File: src/hdl/agss_pkg.sv
// ----------------------------------------------------------------------------
// agss_pkg
// Shared types and constants of the gear shift scheduler.
// ----------------------------------------------------------------------------
package agss_pkg;

    localparam int CFG_IDX_W  = 3;
    localparam int CFG_DATA_W = 20;

    typedef enum logic [CFG_IDX_W-1:0] {
        CFG_ENABLE      = 3'd0,
        CFG_UP_RPM      = 3'd1,
        CFG_DOWN_RPM    = 3'd2,
        CFG_SLIP_LIMIT  = 3'd3,
        CFG_CUT_TIME    = 3'd4,
        CFG_POWER_PEAK  = 3'd5,
        CFG_LIMITER     = 3'd6,
        CFG_TORQUE_PEAK = 3'd7
    } cfg_idx_t;

    // Fixed-point thresholds: fraction compares turned into integer bounds
    localparam logic [10:0] CLUTCH_UP_MIN   = 11'd1014; // clutch > 0.99
    localparam logic [10:0] CLUTCH_DN_MIN   = 11'd871;  // clutch > 0.85
    localparam logic [10:0] GAS_UP_MIN      = 11'd205;  // gas > 0.2
    localparam logic [10:0] GAS_COAST_MAX   = 11'd102;  // gas < 0.1
    localparam logic [15:0] SPEED_SLIP_MIN  = 16'd1280; // 5.0 m/s, Q8.8
    localparam logic [15:0] SPEED_COAST_MAX = 16'd512;  // 2.0 m/s, Q8.8

    localparam logic [3:0] GEAR_NEUTRAL = 4'd0;
    localparam logic [3:0] GEAR_FIRST   = 4'd1;
    localparam logic [3:0] GEAR_SECOND  = 4'd2;
    localparam logic [3:0] GEAR_THIRD   = 4'd3;

    // Reciprocals for constant division (exact over the operand ranges used)
    localparam logic [16:0] RECIP_50 = 17'd83887;   // >> 22
    localparam logic [15:0] RECIP_10 = 16'd52429;   // >> 19
    localparam logic [5:0]  ROUND_50 = 6'd49;

    typedef struct packed {
        logic [3:0]  gear;
        logic [4:0]  gear_total;
        logic [14:0] engine_rpm;
        logic [10:0] clutch;
        logic [10:0] gas;
        logic [15:0] tyre_slip;
        logic [15:0] speed;
        logic        shifting;
        logic        up_request;
        logic        down_request;
        logic [16:0] dt;
    } item_t;

    typedef struct packed {
        logic        shift_up;
        logic        shift_down;
        logic [10:0] gas_out;
        logic        cut_active;
    } result_t;

    typedef struct packed {
        logic        enable;
        logic [14:0] up_rpm;
        logic [14:0] down_rpm;
        logic [15:0] slip_limit;
        logic [19:0] cut_time;
        logic [14:0] power_peak_rpm;
        logic [14:0] limiter_rpm;
        logic [14:0] torque_peak_rpm;
    } cfg_t;

    typedef struct packed {
        logic [14:0] th_up;
        logic [15:0] th_dn;
    } thresh_t;

endpackage

File: src/hdl/auto_gear_shift_scheduler_unit.sv
// ----------------------------------------------------------------------------
// auto_gear_shift_scheduler_unit
// Automatic gear shift scheduler: one simulation tick in, one decision out.
// ----------------------------------------------------------------------------
// Usage:
//   Tick requests enter on item/item_valid and are taken when item_stall is
//   low. Decisions leave on result/result_valid and are taken by the receiver
//   when result_stall is low. Each request is registered in the input register,
//   evaluated by the shift rules combinationally and registered again in the
//   result register, which raises result_valid; one request is taken every
//   cycle while the receiver does not stall.
//   The throttle-cut countdown advances as each enabled, in-gear request with
//   no driver request moves into the result register, so back-to-back ticks
//   see the state left by the one before. When the receiver stalls, the result
//   register holds; a request already in the input register then waits and
//   item_stall rises, so at most two requests are in flight.
//   Registers must be written by the user through wr_en/wr_index/wr_data only
//   while no request is in flight; the block does not enforce this. A write,
//   derived thresholds included, applies to every request evaluated after its edge.
//   Reset clears all configuration registers, the countdown and both valid flags.
// ----------------------------------------------------------------------------
module auto_gear_shift_scheduler_unit
(
    input  logic                                 clk,
    input  logic                                 rst_n,
    input  logic                                 item_valid,
    output logic                                 item_stall,
    input  agss_pkg::item_t                      item,
    output logic                                 result_valid,
    input  logic                                 result_stall,
    output agss_pkg::result_t                    result,
    input  logic                                 wr_en,
    input  logic [agss_pkg::CFG_IDX_W-1:0]       wr_index,
    input  logic [agss_pkg::CFG_DATA_W-1:0]      wr_data
);

    agss_pkg::cfg_t     cfg_reg;
    agss_pkg::cfg_t     cfg_next;
    agss_pkg::thresh_t  th;
    agss_pkg::item_t    item_reg;
    logic               item_valid_reg;
    agss_pkg::result_t  result_reg;
    agss_pkg::result_t  result_next;
    logic               result_valid_reg;
    logic               advance;
    logic               step;
    logic               take;

    // ---- configuration registers ----
    always_comb
    begin
        cfg_next = cfg_reg;
        if (wr_en)
        begin
            unique case (agss_pkg::cfg_idx_t'(wr_index))
                agss_pkg::CFG_ENABLE:      cfg_next.enable          = wr_data[0];
                agss_pkg::CFG_UP_RPM:      cfg_next.up_rpm          = wr_data[14:0];
                agss_pkg::CFG_DOWN_RPM:    cfg_next.down_rpm        = wr_data[14:0];
                agss_pkg::CFG_SLIP_LIMIT:  cfg_next.slip_limit      = wr_data[15:0];
                agss_pkg::CFG_CUT_TIME:    cfg_next.cut_time        = wr_data[19:0];
                agss_pkg::CFG_POWER_PEAK:  cfg_next.power_peak_rpm  = wr_data[14:0];
                agss_pkg::CFG_LIMITER:     cfg_next.limiter_rpm     = wr_data[14:0];
                agss_pkg::CFG_TORQUE_PEAK: cfg_next.torque_peak_rpm = wr_data[14:0];
            endcase
        end
    end

    always_ff @(posedge clk or negedge rst_n)
    begin
        if (!rst_n)
        begin
            cfg_reg <= '0;
        end
        else
        begin
            cfg_reg <= cfg_next;
        end
    end

    // thresholds load together with the registers
    agss_thresh u_thresh
    (
        .clk   (clk),
        .rst_n (rst_n),
        .cfg   (cfg_next),
        .th    (th)
    );

    // ---- handshake ----
    assign advance    = !result_valid_reg || !result_stall;
    assign step       = item_valid_reg && advance;
    assign item_stall = item_valid_reg && !advance;
    assign take       = item_valid && !item_stall;

    // input register
    always_ff @(posedge clk or negedge rst_n)
    begin
        if (!rst_n)
        begin
            item_valid_reg <= 1'b0;
        end
        else if (!item_stall)
        begin
            item_valid_reg <= item_valid;
        end
    end

    always_ff @(posedge clk)
    begin
        if (take)
        begin
            item_reg <= item;
        end
    end

    agss_core u_core
    (
        .clk    (clk),
        .rst_n  (rst_n),
        .item   (item_reg),
        .cfg    (cfg_reg),
        .th     (th),
        .step   (step),
        .result (result_next)
    );

    // result register
    always_ff @(posedge clk or negedge rst_n)
    begin
        if (!rst_n)
        begin
            result_valid_reg <= 1'b0;
        end
        else if (advance)
        begin
            result_valid_reg <= item_valid_reg;
        end
    end

    always_ff @(posedge clk)
    begin
        if (step)
        begin
            result_reg <= result_next;
        end
    end

    assign result_valid = result_valid_reg;
    assign result       = result_reg;

endmodule

File: src/hdl/agss_thresh.sv
// ----------------------------------------------------------------------------
// agss_thresh
// Registered shift thresholds, derived from the engine registers when the
// upshift register is zero. They load from the incoming register values, so
// they change at the same edge as the registers themselves.
// ----------------------------------------------------------------------------
module agss_thresh
(
    input  logic               clk,
    input  logic               rst_n,
    input  agss_pkg::cfg_t     cfg,
    output agss_pkg::thresh_t  th
);

    logic [14:0] m;
    logic [15:0] m_round;
    logic [32:0] up_prod;
    logic [14:0] up_der;
    logic [30:0] dn_prod;
    logic [15:0] dn_der;
    logic [14:0] th_up_next;
    logic [15:0] th_dn_next;
    logic [14:0] th_up_reg;
    logic [15:0] th_dn_reg;

    // up = m - ceil(m / 50) = floor(m * 0.98)
    assign m       = (cfg.limiter_rpm >= cfg.power_peak_rpm) ? cfg.power_peak_rpm
                                                             : cfg.limiter_rpm;
    assign m_round = {1'b0, m} + {10'd0, agss_pkg::ROUND_50};
    assign up_prod = 33'(m_round) * 33'(agss_pkg::RECIP_50);
    assign up_der  = m - {4'd0, up_prod[32:22]};

    // down = t + floor(t / 10) = floor(t * 1.1)
    assign dn_prod = 31'(cfg.torque_peak_rpm) * 31'(agss_pkg::RECIP_10);
    assign dn_der  = {1'b0, cfg.torque_peak_rpm} + {4'd0, dn_prod[30:19]};

    assign th_up_next = (cfg.up_rpm == 15'd0) ? up_der : cfg.up_rpm;
    assign th_dn_next = (cfg.up_rpm == 15'd0) ? dn_der : {1'b0, cfg.down_rpm};

    always_ff @(posedge clk or negedge rst_n)
    begin
        if (!rst_n)
        begin
            th_up_reg <= '0;
            th_dn_reg <= '0;
        end
        else
        begin
            th_up_reg <= th_up_next;
            th_dn_reg <= th_dn_next;
        end
    end

    assign th.th_up = th_up_reg;
    assign th.th_dn = th_dn_reg;

endmodule

File: src/hdl/agss_core.sv
// ----------------------------------------------------------------------------
// agss_core
// Shift rules for one tick and the throttle-cut countdown register.
// ----------------------------------------------------------------------------
module agss_core
(
    input  logic               clk,
    input  logic               rst_n,
    input  agss_pkg::item_t    item,
    input  agss_pkg::cfg_t     cfg,
    input  agss_pkg::thresh_t  th,
    input  logic               step,
    output agss_pkg::result_t  result
);

    logic [20:0] cut_rem_reg;
    logic [20:0] cut_rem_next;
    logic        active;
    logic        slipping;
    logic        gate;
    logic        room;
    logic        up_hit;
    logic [20:0] rem1;
    logic [20:0] rpm20;
    logic [20:0] dn13;
    logic        below_dn;
    logic        dn_a;
    logic        dn_b;
    logic        cut;
    logic [20:0] rem2;

    assign active   = cfg.enable && (item.gear != agss_pkg::GEAR_NEUTRAL)
                      && !item.up_request && !item.down_request;
    assign slipping = (item.tyre_slip > cfg.slip_limit)
                      && (item.speed > agss_pkg::SPEED_SLIP_MIN);
    assign gate     = !item.shifting && !slipping
                      && ((item.clutch >= agss_pkg::CLUTCH_UP_MIN)
                          || (item.gear == agss_pkg::GEAR_FIRST));
    assign room     = ({1'b0, item.gear} + 5'd1) < item.gear_total;

    assign up_hit = gate && (item.engine_rpm > th.th_up) && room
                    && (item.gas >= agss_pkg::GAS_UP_MIN) && (cut_rem_reg == 21'd0);

    // upshift reloads the countdown before the downshift rules look at it
    assign rem1  = up_hit ? {1'b0, cfg.cut_time} : cut_rem_reg;

    // gear three: rpm < floor(th_dn * 0.65) holds when 20 * (rpm + 1) <= 13 * th_dn
    assign rpm20    = ({6'd0, item.engine_rpm} << 4) + ({6'd0, item.engine_rpm} << 2)
                      + 21'd20;
    assign dn13     = ({5'd0, th.th_dn} << 3) + ({5'd0, th.th_dn} << 2)
                      + {5'd0, th.th_dn};
    assign below_dn = (item.gear == agss_pkg::GEAR_THIRD) ? (rpm20 <= dn13)
                                                          : ({1'b0, item.engine_rpm} < th.th_dn);

    assign dn_a  = gate && below_dn
                   && (item.gear > agss_pkg::GEAR_SECOND)
                   && (item.clutch >= agss_pkg::CLUTCH_DN_MIN) && (rem1 == 21'd0);
    assign dn_b  = (item.speed < agss_pkg::SPEED_COAST_MAX) && !item.shifting
                   && (item.gas <= agss_pkg::GAS_COAST_MAX) && (rem1 == 21'd0)
                   && (item.gear > agss_pkg::GEAR_SECOND);

    assign cut  = (rem1 != 21'd0);
    // saturate the countdown at zero
    assign rem2 = (rem1 > {4'd0, item.dt}) ? (rem1 - {4'd0, item.dt}) : 21'd0;

    always_comb
    begin
        if (active)
        begin
            result.shift_up   = up_hit;
            result.shift_down = dn_a || dn_b;
            result.gas_out    = cut ? 11'd0 : item.gas;
            result.cut_active = cut;
        end
        else
        begin
            result.shift_up   = item.up_request;
            result.shift_down = item.down_request;
            result.gas_out    = item.gas;
            result.cut_active = 1'b0;
        end
    end

    assign cut_rem_next = (step && active) ? rem2 : cut_rem_reg;

    always_ff @(posedge clk or negedge rst_n)
    begin
        if (!rst_n)
        begin
            cut_rem_reg <= '0;
        end
        else
        begin
            cut_rem_reg <= cut_rem_next;
        end
    end

endmodule

File: config.mk
export PLATFORM = sky130hd
export DESIGN_NAME = auto_gear_shift_scheduler_unit
export DESIGN_NICKNAME = d
export VERILOG_FILES = /design/src/hdl/agss_pkg.sv /design/src/hdl/auto_gear_shift_scheduler_unit.sv /design/src/hdl/agss_thresh.sv /design/src/hdl/agss_core.sv
export SDC_FILE = /design/constraint.sdc
export NUM_CORES = 1
export LEC_CHECK = 0
export ABC_CLOCK_PERIOD_IN_PS = 13300
export BUFFER_PORTS_ARGS = -buffer_cell sky130_fd_sc_hd__buf_2
export CORE_UTILIZATION = 40
export DETAILED_ROUTE_END_ITERATION = 7
export PLACE_DENSITY = 0.57
export SLEW_MARGIN = 20
export SYNTH_ARGS = -nofsm -noshare
export SYNTH_HDL_FRONTEND = slang
export SYNTH_SLANG_ARGS = --single-unit
File: constraint.sdc
create_clock -name clk -period 13.3 [get_ports clk]
set_clock_uncertainty 0.15 [all_clocks]
set_input_delay 0 -clock clk [delete_from_list [all_inputs] [get_ports clk]]
set_output_delay 0 -clock clk [all_outputs]
set_load 0.01 [all_outputs]
Yosys cells after proc, flatten, opt, wreduce, memory -nomap -nowiden --
Index checks and enable logic that the tools add are counted.
Word-level totals: flip-flop bits (word level) 278, output and inout bits 16, word-level logic and storage cells 120
Cells by class: eq/ne operators 9, order comparisons 14, mux-type cells 16, add/subtract/negate cells 9, reduce and logical (&&, ||, !) cells 42, multiply operators 2
Operator list (count):
- 111-bit 2-to-1 mux | 1
- 15-bit 2-to-1 mux | 7
- 21-bit zero test | 2
- 21-bit 2-to-1 mux | 2
- 16-bit by 17-bit multiplier with 33-bit output, second input constant | 1
- 16-bit 2-to-1 mux | 2
- 15-bit by 16-bit multiplier with 31-bit output, second input constant | 1
- 11-bit by 10-bit greater-or-equal comparator with 1-bit output, second input constant | 2
- 1-bit logical AND | 22
- 21-bit by 16-bit adder with 21-bit output | 1
- 21-bit by 5-bit adder with 21-bit output, second input constant | 1
- 21-bit by 17-bit greater-than comparator with 1-bit output | 1
- 21-bit less-or-equal comparator | 1
- 21-bit nonzero test | 1
- 21-bit by 17-bit subtractor with 21-bit output | 1
- 19-bit by 17-bit adder with 20-bit output | 1
- 19-bit by 18-bit adder with 20-bit output | 1
- 20-bit 2-to-1 mux | 1
- 15-bit by 12-bit adder with 16-bit output | 1
- 15-bit by 6-bit adder with 16-bit output, second input constant | 1
- 16-bit by 11-bit greater-than comparator with 1-bit output, second input constant | 1
- 16-bit greater-than comparator | 1
- 15-bit by 16-bit less-than comparator with 1-bit output | 1
- 16-bit by 10-bit less-than comparator with 1-bit output, second input constant | 1
- 22 further kinds | 37

Longest topological paths before layout --
word-level depth 15, gate-level depth with buffers 52, gate-level depth less buffers 48

Cells and area by module --
From an unflattened synthesis, not the netlist that was laid out.
Unflattened totals: cell total of the unflattened synthesis 2264, area, all modules 25089.1 µm²
By module, submodules not included:
- agss_thresh | times used 1, cells each 1166, area an instance 11269.6 µm²
- auto_gear_shift_scheduler_unit | times used 1, cells each 366, area an instance 7857.5 µm²
- agss_core | times used 1, cells each 732, area an instance 5962.0 µm²

Least setup slack after synthesis --
OpenSTA, ideal clock, no wires.
path type input port to flip-flop, start point input port wr_index[0] (netlist name), end point register u_thresh.th_up_reg[14], setup slack 2.122 ns, stages on the path 52, arrival time 10.901 ns, buffers on the path 5, library setup time 0.128 ns, path through buf_2 > nand4b_4 > buf_2 > buf_2 > mux2_2 > ha_1 > a21o_1 > a21oi_1 > o21ai_0 > maj3_2 > a21oi_4 > buf_6 > buf_2 > mux2_2 > ha_1 > nand3_1 > mux2i_1 > nor3_1 > [16 not listed] > a31oi_1 > o21a_1 > o21ai_0 > nand2b_1 > a21oi_1 > xnor2_1 > ha_1 > inv_1 > fa_1 > a21o_1 > a21oi_1 > o21bai_1 > a21oi_1 > o21bai_1 > a211o_1 > nor4_2 > xnor2_1 > o21ai_1
RTL lines:
- start, declared | line auto_gear_shift_scheduler_unit.sv:33 | input logic [agss_pkg::CFG_IDX_W-1:0] wr_index,
- end signal, assigned | line agss_thresh.sv:49 | th_up_reg <= th_up_next;
- end, declared | line agss_thresh.sv:23 | logic [14:0] th_up_reg;

==> run_results.csv <==
group,metric,value,unit
run_status,status,"finished, final reports clean",
global_route,busiest_layer,"met2",
route,routed_wl,66.1,mm
logic_synthesis,avgSynthCellArea,10.6,um^2
logic_synthesis,synth_seq_area_share,0.298,
sta,rsz0062_at_grt,"no",
clock_network,cts_setup_buffers,0,
worst_setup_path,worstPathRequired,13.60,ns
global_route,grt_pass1_vias,19400,
global_route,grt_pass1_wl,106,mm
clock_network,cts_tree,"done",
worst_setup_path,cpPeakStageDelay,0.75,ns
route,drtIter0Drc,842,
global_route,met2_usage,0.362,
sta,hold_viol_final,0,
clock_network,clockBufferDepth,3,
floorplanning,rows,91,
clock_network,hold_buffers,179,
sta,min_period_over_period,0.926,
global_route,grt_use_met3,0.0197,
clock_network,insertion_delay,0.57,ns
clock_network,cts.sinks,278,
sta,drv_slew,0,
logic_synthesis,synth_warnings,0,
sta,setup_viol,0,
floorplanning,core_area,62100,um^2
logic_synthesis,synth_edf_count,112,
global_route,met1_usage,0.288,
logic_synthesis,synth.distinct_cells,86,
route,vias,18400,
worst_setup_path,cp-end-kind,"flop",
worst_setup_path,critPathMaxFanout,15,
route,route.detailed.drc,0,
route,wire_per_inst,18.4,um
place,gp_congestion,0.885,
place,dp_cells,3343,
floorplanning,io_pins,142,
place,dpl.hpwl,51.3,mm
global_route,track_usage,0.211,
clock_network,cts-resized-gates,0,
sta,min_period,12.32,ns
logic_synthesis,synth_flop_cell,"dfrtp_1",
cells_and_area,post_layout_nonfiller_instances,3583,
worst_setup_path,start_kind,"input pin",
logic_synthesis,ys_ff_latch,278,
logic_synthesis,synth_nets,3088,
global_route,grt_max_degree,90,
sta,clock.fmax,81.2,MHz
clock_network,cts.clk_slew.worst_paths,0.07,ns
floorplanning,dieArea,64100,um^2
route,ant_nets,0,
logic_synthesis,async_reset_ff_frac,0.597,
clock_network,root_buffer,"clkbuf_16",
global_route,overflow,0,
run,cap_violations,0,
floorplanning,initial_core_util,0.407,
cells_and_area,nFillCells,5556,
route,via_per_inst,5.14,
clock_network,cts-buffers-inserted,29,
cells_and_area,nNetsFinal,3423,
worst_setup_path,crit_arrival,12.62,ns
route,dr.pass1.iters,7,
floorplanning,die_w,253,um
sta,slew_headroom,0.268,
logic_synthesis,syn_area,25200,um^2
worst_setup_path,crit_slowest_cell,"xor2_1",
cells_and_area,layout-drive-gt1-share,0.116,
clock_network,h-tree-depth,1,
logic_synthesis,synth_cells,2383,
floorplanning,dieHeight,253,um
global_route,grt_antenna_before_repair,4,
cells_and_area,largest_reg_flops,111,
sta,setup_tns,0,ns
worst_setup_path,critical_path_class,"input pin to flop",
place,port_buffers,141,
min_path,hp-class,"input pin to flop",
cells_and_area,area_growth,18.5,%
sta,hold_ws,0.0187,ns
sta,tightest_slew,1.10,ns
[kinds of logic (layout without fill, tap and decap cells)]
group	count (synthesis)	after routing	synth area share
adders and majority gates	580	580	0.335
xor gates and xnor gates	136	136	0.0475
other	1	6	0.000149
and+or+nand+nor	400	400	0.0812
buffers and inverters	436	794	0.0665
AOI/OAI and AO/OA	414	414	0.112
muxes	138	138	0.0592
DFF	278	278	0.298
[cell type report]
type	count	area, um^2	area share
multi-input cells	1669	16100	0.537
diodes	5	12.5	0.000418
clock buffers	39	826	0.0276
clock inverters	15	263	0.00879
repair buffers	337	2660	0.0889
flip-flops and latches	278	7520	0.251
well taps	837	1050	0.0350
inverters	403	1510	0.0506
[cells in the final DEF, fill, tap and decap left out, drive strengths merged, types with 7 or more instances in the layout]
cell / instances
and3: 12
dfrtp: 166
nor4: 16
inv: 405
nand4: 23
nand3: 36
nor2b: 24
xnor2: 79
xor2: 57
a31oi: 14
and2: 11
o211ai: 17
ha: 418
a211o: 11
a2111oi: 7
buf: 157
nor2: 69
o21bai: 10
mux2: 84
o21a: 23
nor3: 37
fa: 161
clkbuf: 39
a211oi: 16
edfxtp: 112
o31ai: 19
dlygate4sd3: 180
o21ai: 83
a21boi: 12
nand2: 113
nand2b: 18
a21o: 64
a21oi: 85
or3: 13
bufinv: 7
mux2i: 54
[routing by layer]
layer,wire length (um),vias to the layer above
met1,31000,9074
li1,-,8946
met2,31500,337
met3,2480,69
met4,1060,4
met5,20,-
[worst paths after layout]
| check | start | to | slack, ns | cells after the start |
|---|---|---|---|---|
| worst max-delay path | wr_index[1] | u_thresh.th_up_reg[14] | 0.98 | 51 |
| worst min-delay path | item[78] | item_reg[78] | 0.02 | 2 |
| worst max register to register | cfg_reg[30] | u_thresh.th_up_reg[14] | 1.55 | 47 |
| worst min register to register | cfg_reg[101] | cfg_reg[101] | 0.35 | 2 |
| max in group asynchronous | rst_n | cfg_reg[61] | 11.87 | 4 |
| min in group asynchronous | rst_n | u_thresh.th_up_reg[3] | 0.49 | 4 |
[Yosys cell counts (all sizes together), types with 18 or more instances]
cell type | number | share of area
o21a | 23 | 0.0068
xor2 | 57 | 0.020
nor2 | 69 | 0.010
nand3 | 36 | 0.0071
a21o | 64 | 0.019
mux2i | 54 | 0.022
a21oi | 85 | 0.017
nor3 | 37 | 0.0073
dfrtp | 166 | 0.16
nor2b | 24 | 0.0060
nand2 | 113 | 0.017
inv | 403 | 0.060
nand4 | 23 | 0.0060
o21ai | 83 | 0.016
mux2 | 84 | 0.038
ha | 418 | 0.21
xnor2 | 79 | 0.028
nand2b | 18 | 0.0045
edfxtp | 112 | 0.13
fa | 161 | 0.13
o31ai | 19 | 0.0059
[per-stage QoR]
step,util,cell area [um^2],worst slack (ns)
floorplan,-,25200,2.12
global placement,0.435,27000,1.21
detailed placement,0.435,27000,1.00
CTS,0.481,29900,0.997
global route,0.482,29900,0.191
finish,0.482,29900,0.979
[critical path: cells and delay by family]
kind | cells | cell delay, ns
xor gates and xnor gates | 3 | 1.25
muxes | 3 | 1.00
and+or+nand+nor | 9 | 1.79
buffers and inverters | 9 | 1.49
adders and majority gates | 12 | 4.52
AOI/OAI and AO/OA | 15 | 2.53
Power is not shown: default switching activity piles up to over one toggle a cycle in this logic, so the estimate is an artifact.
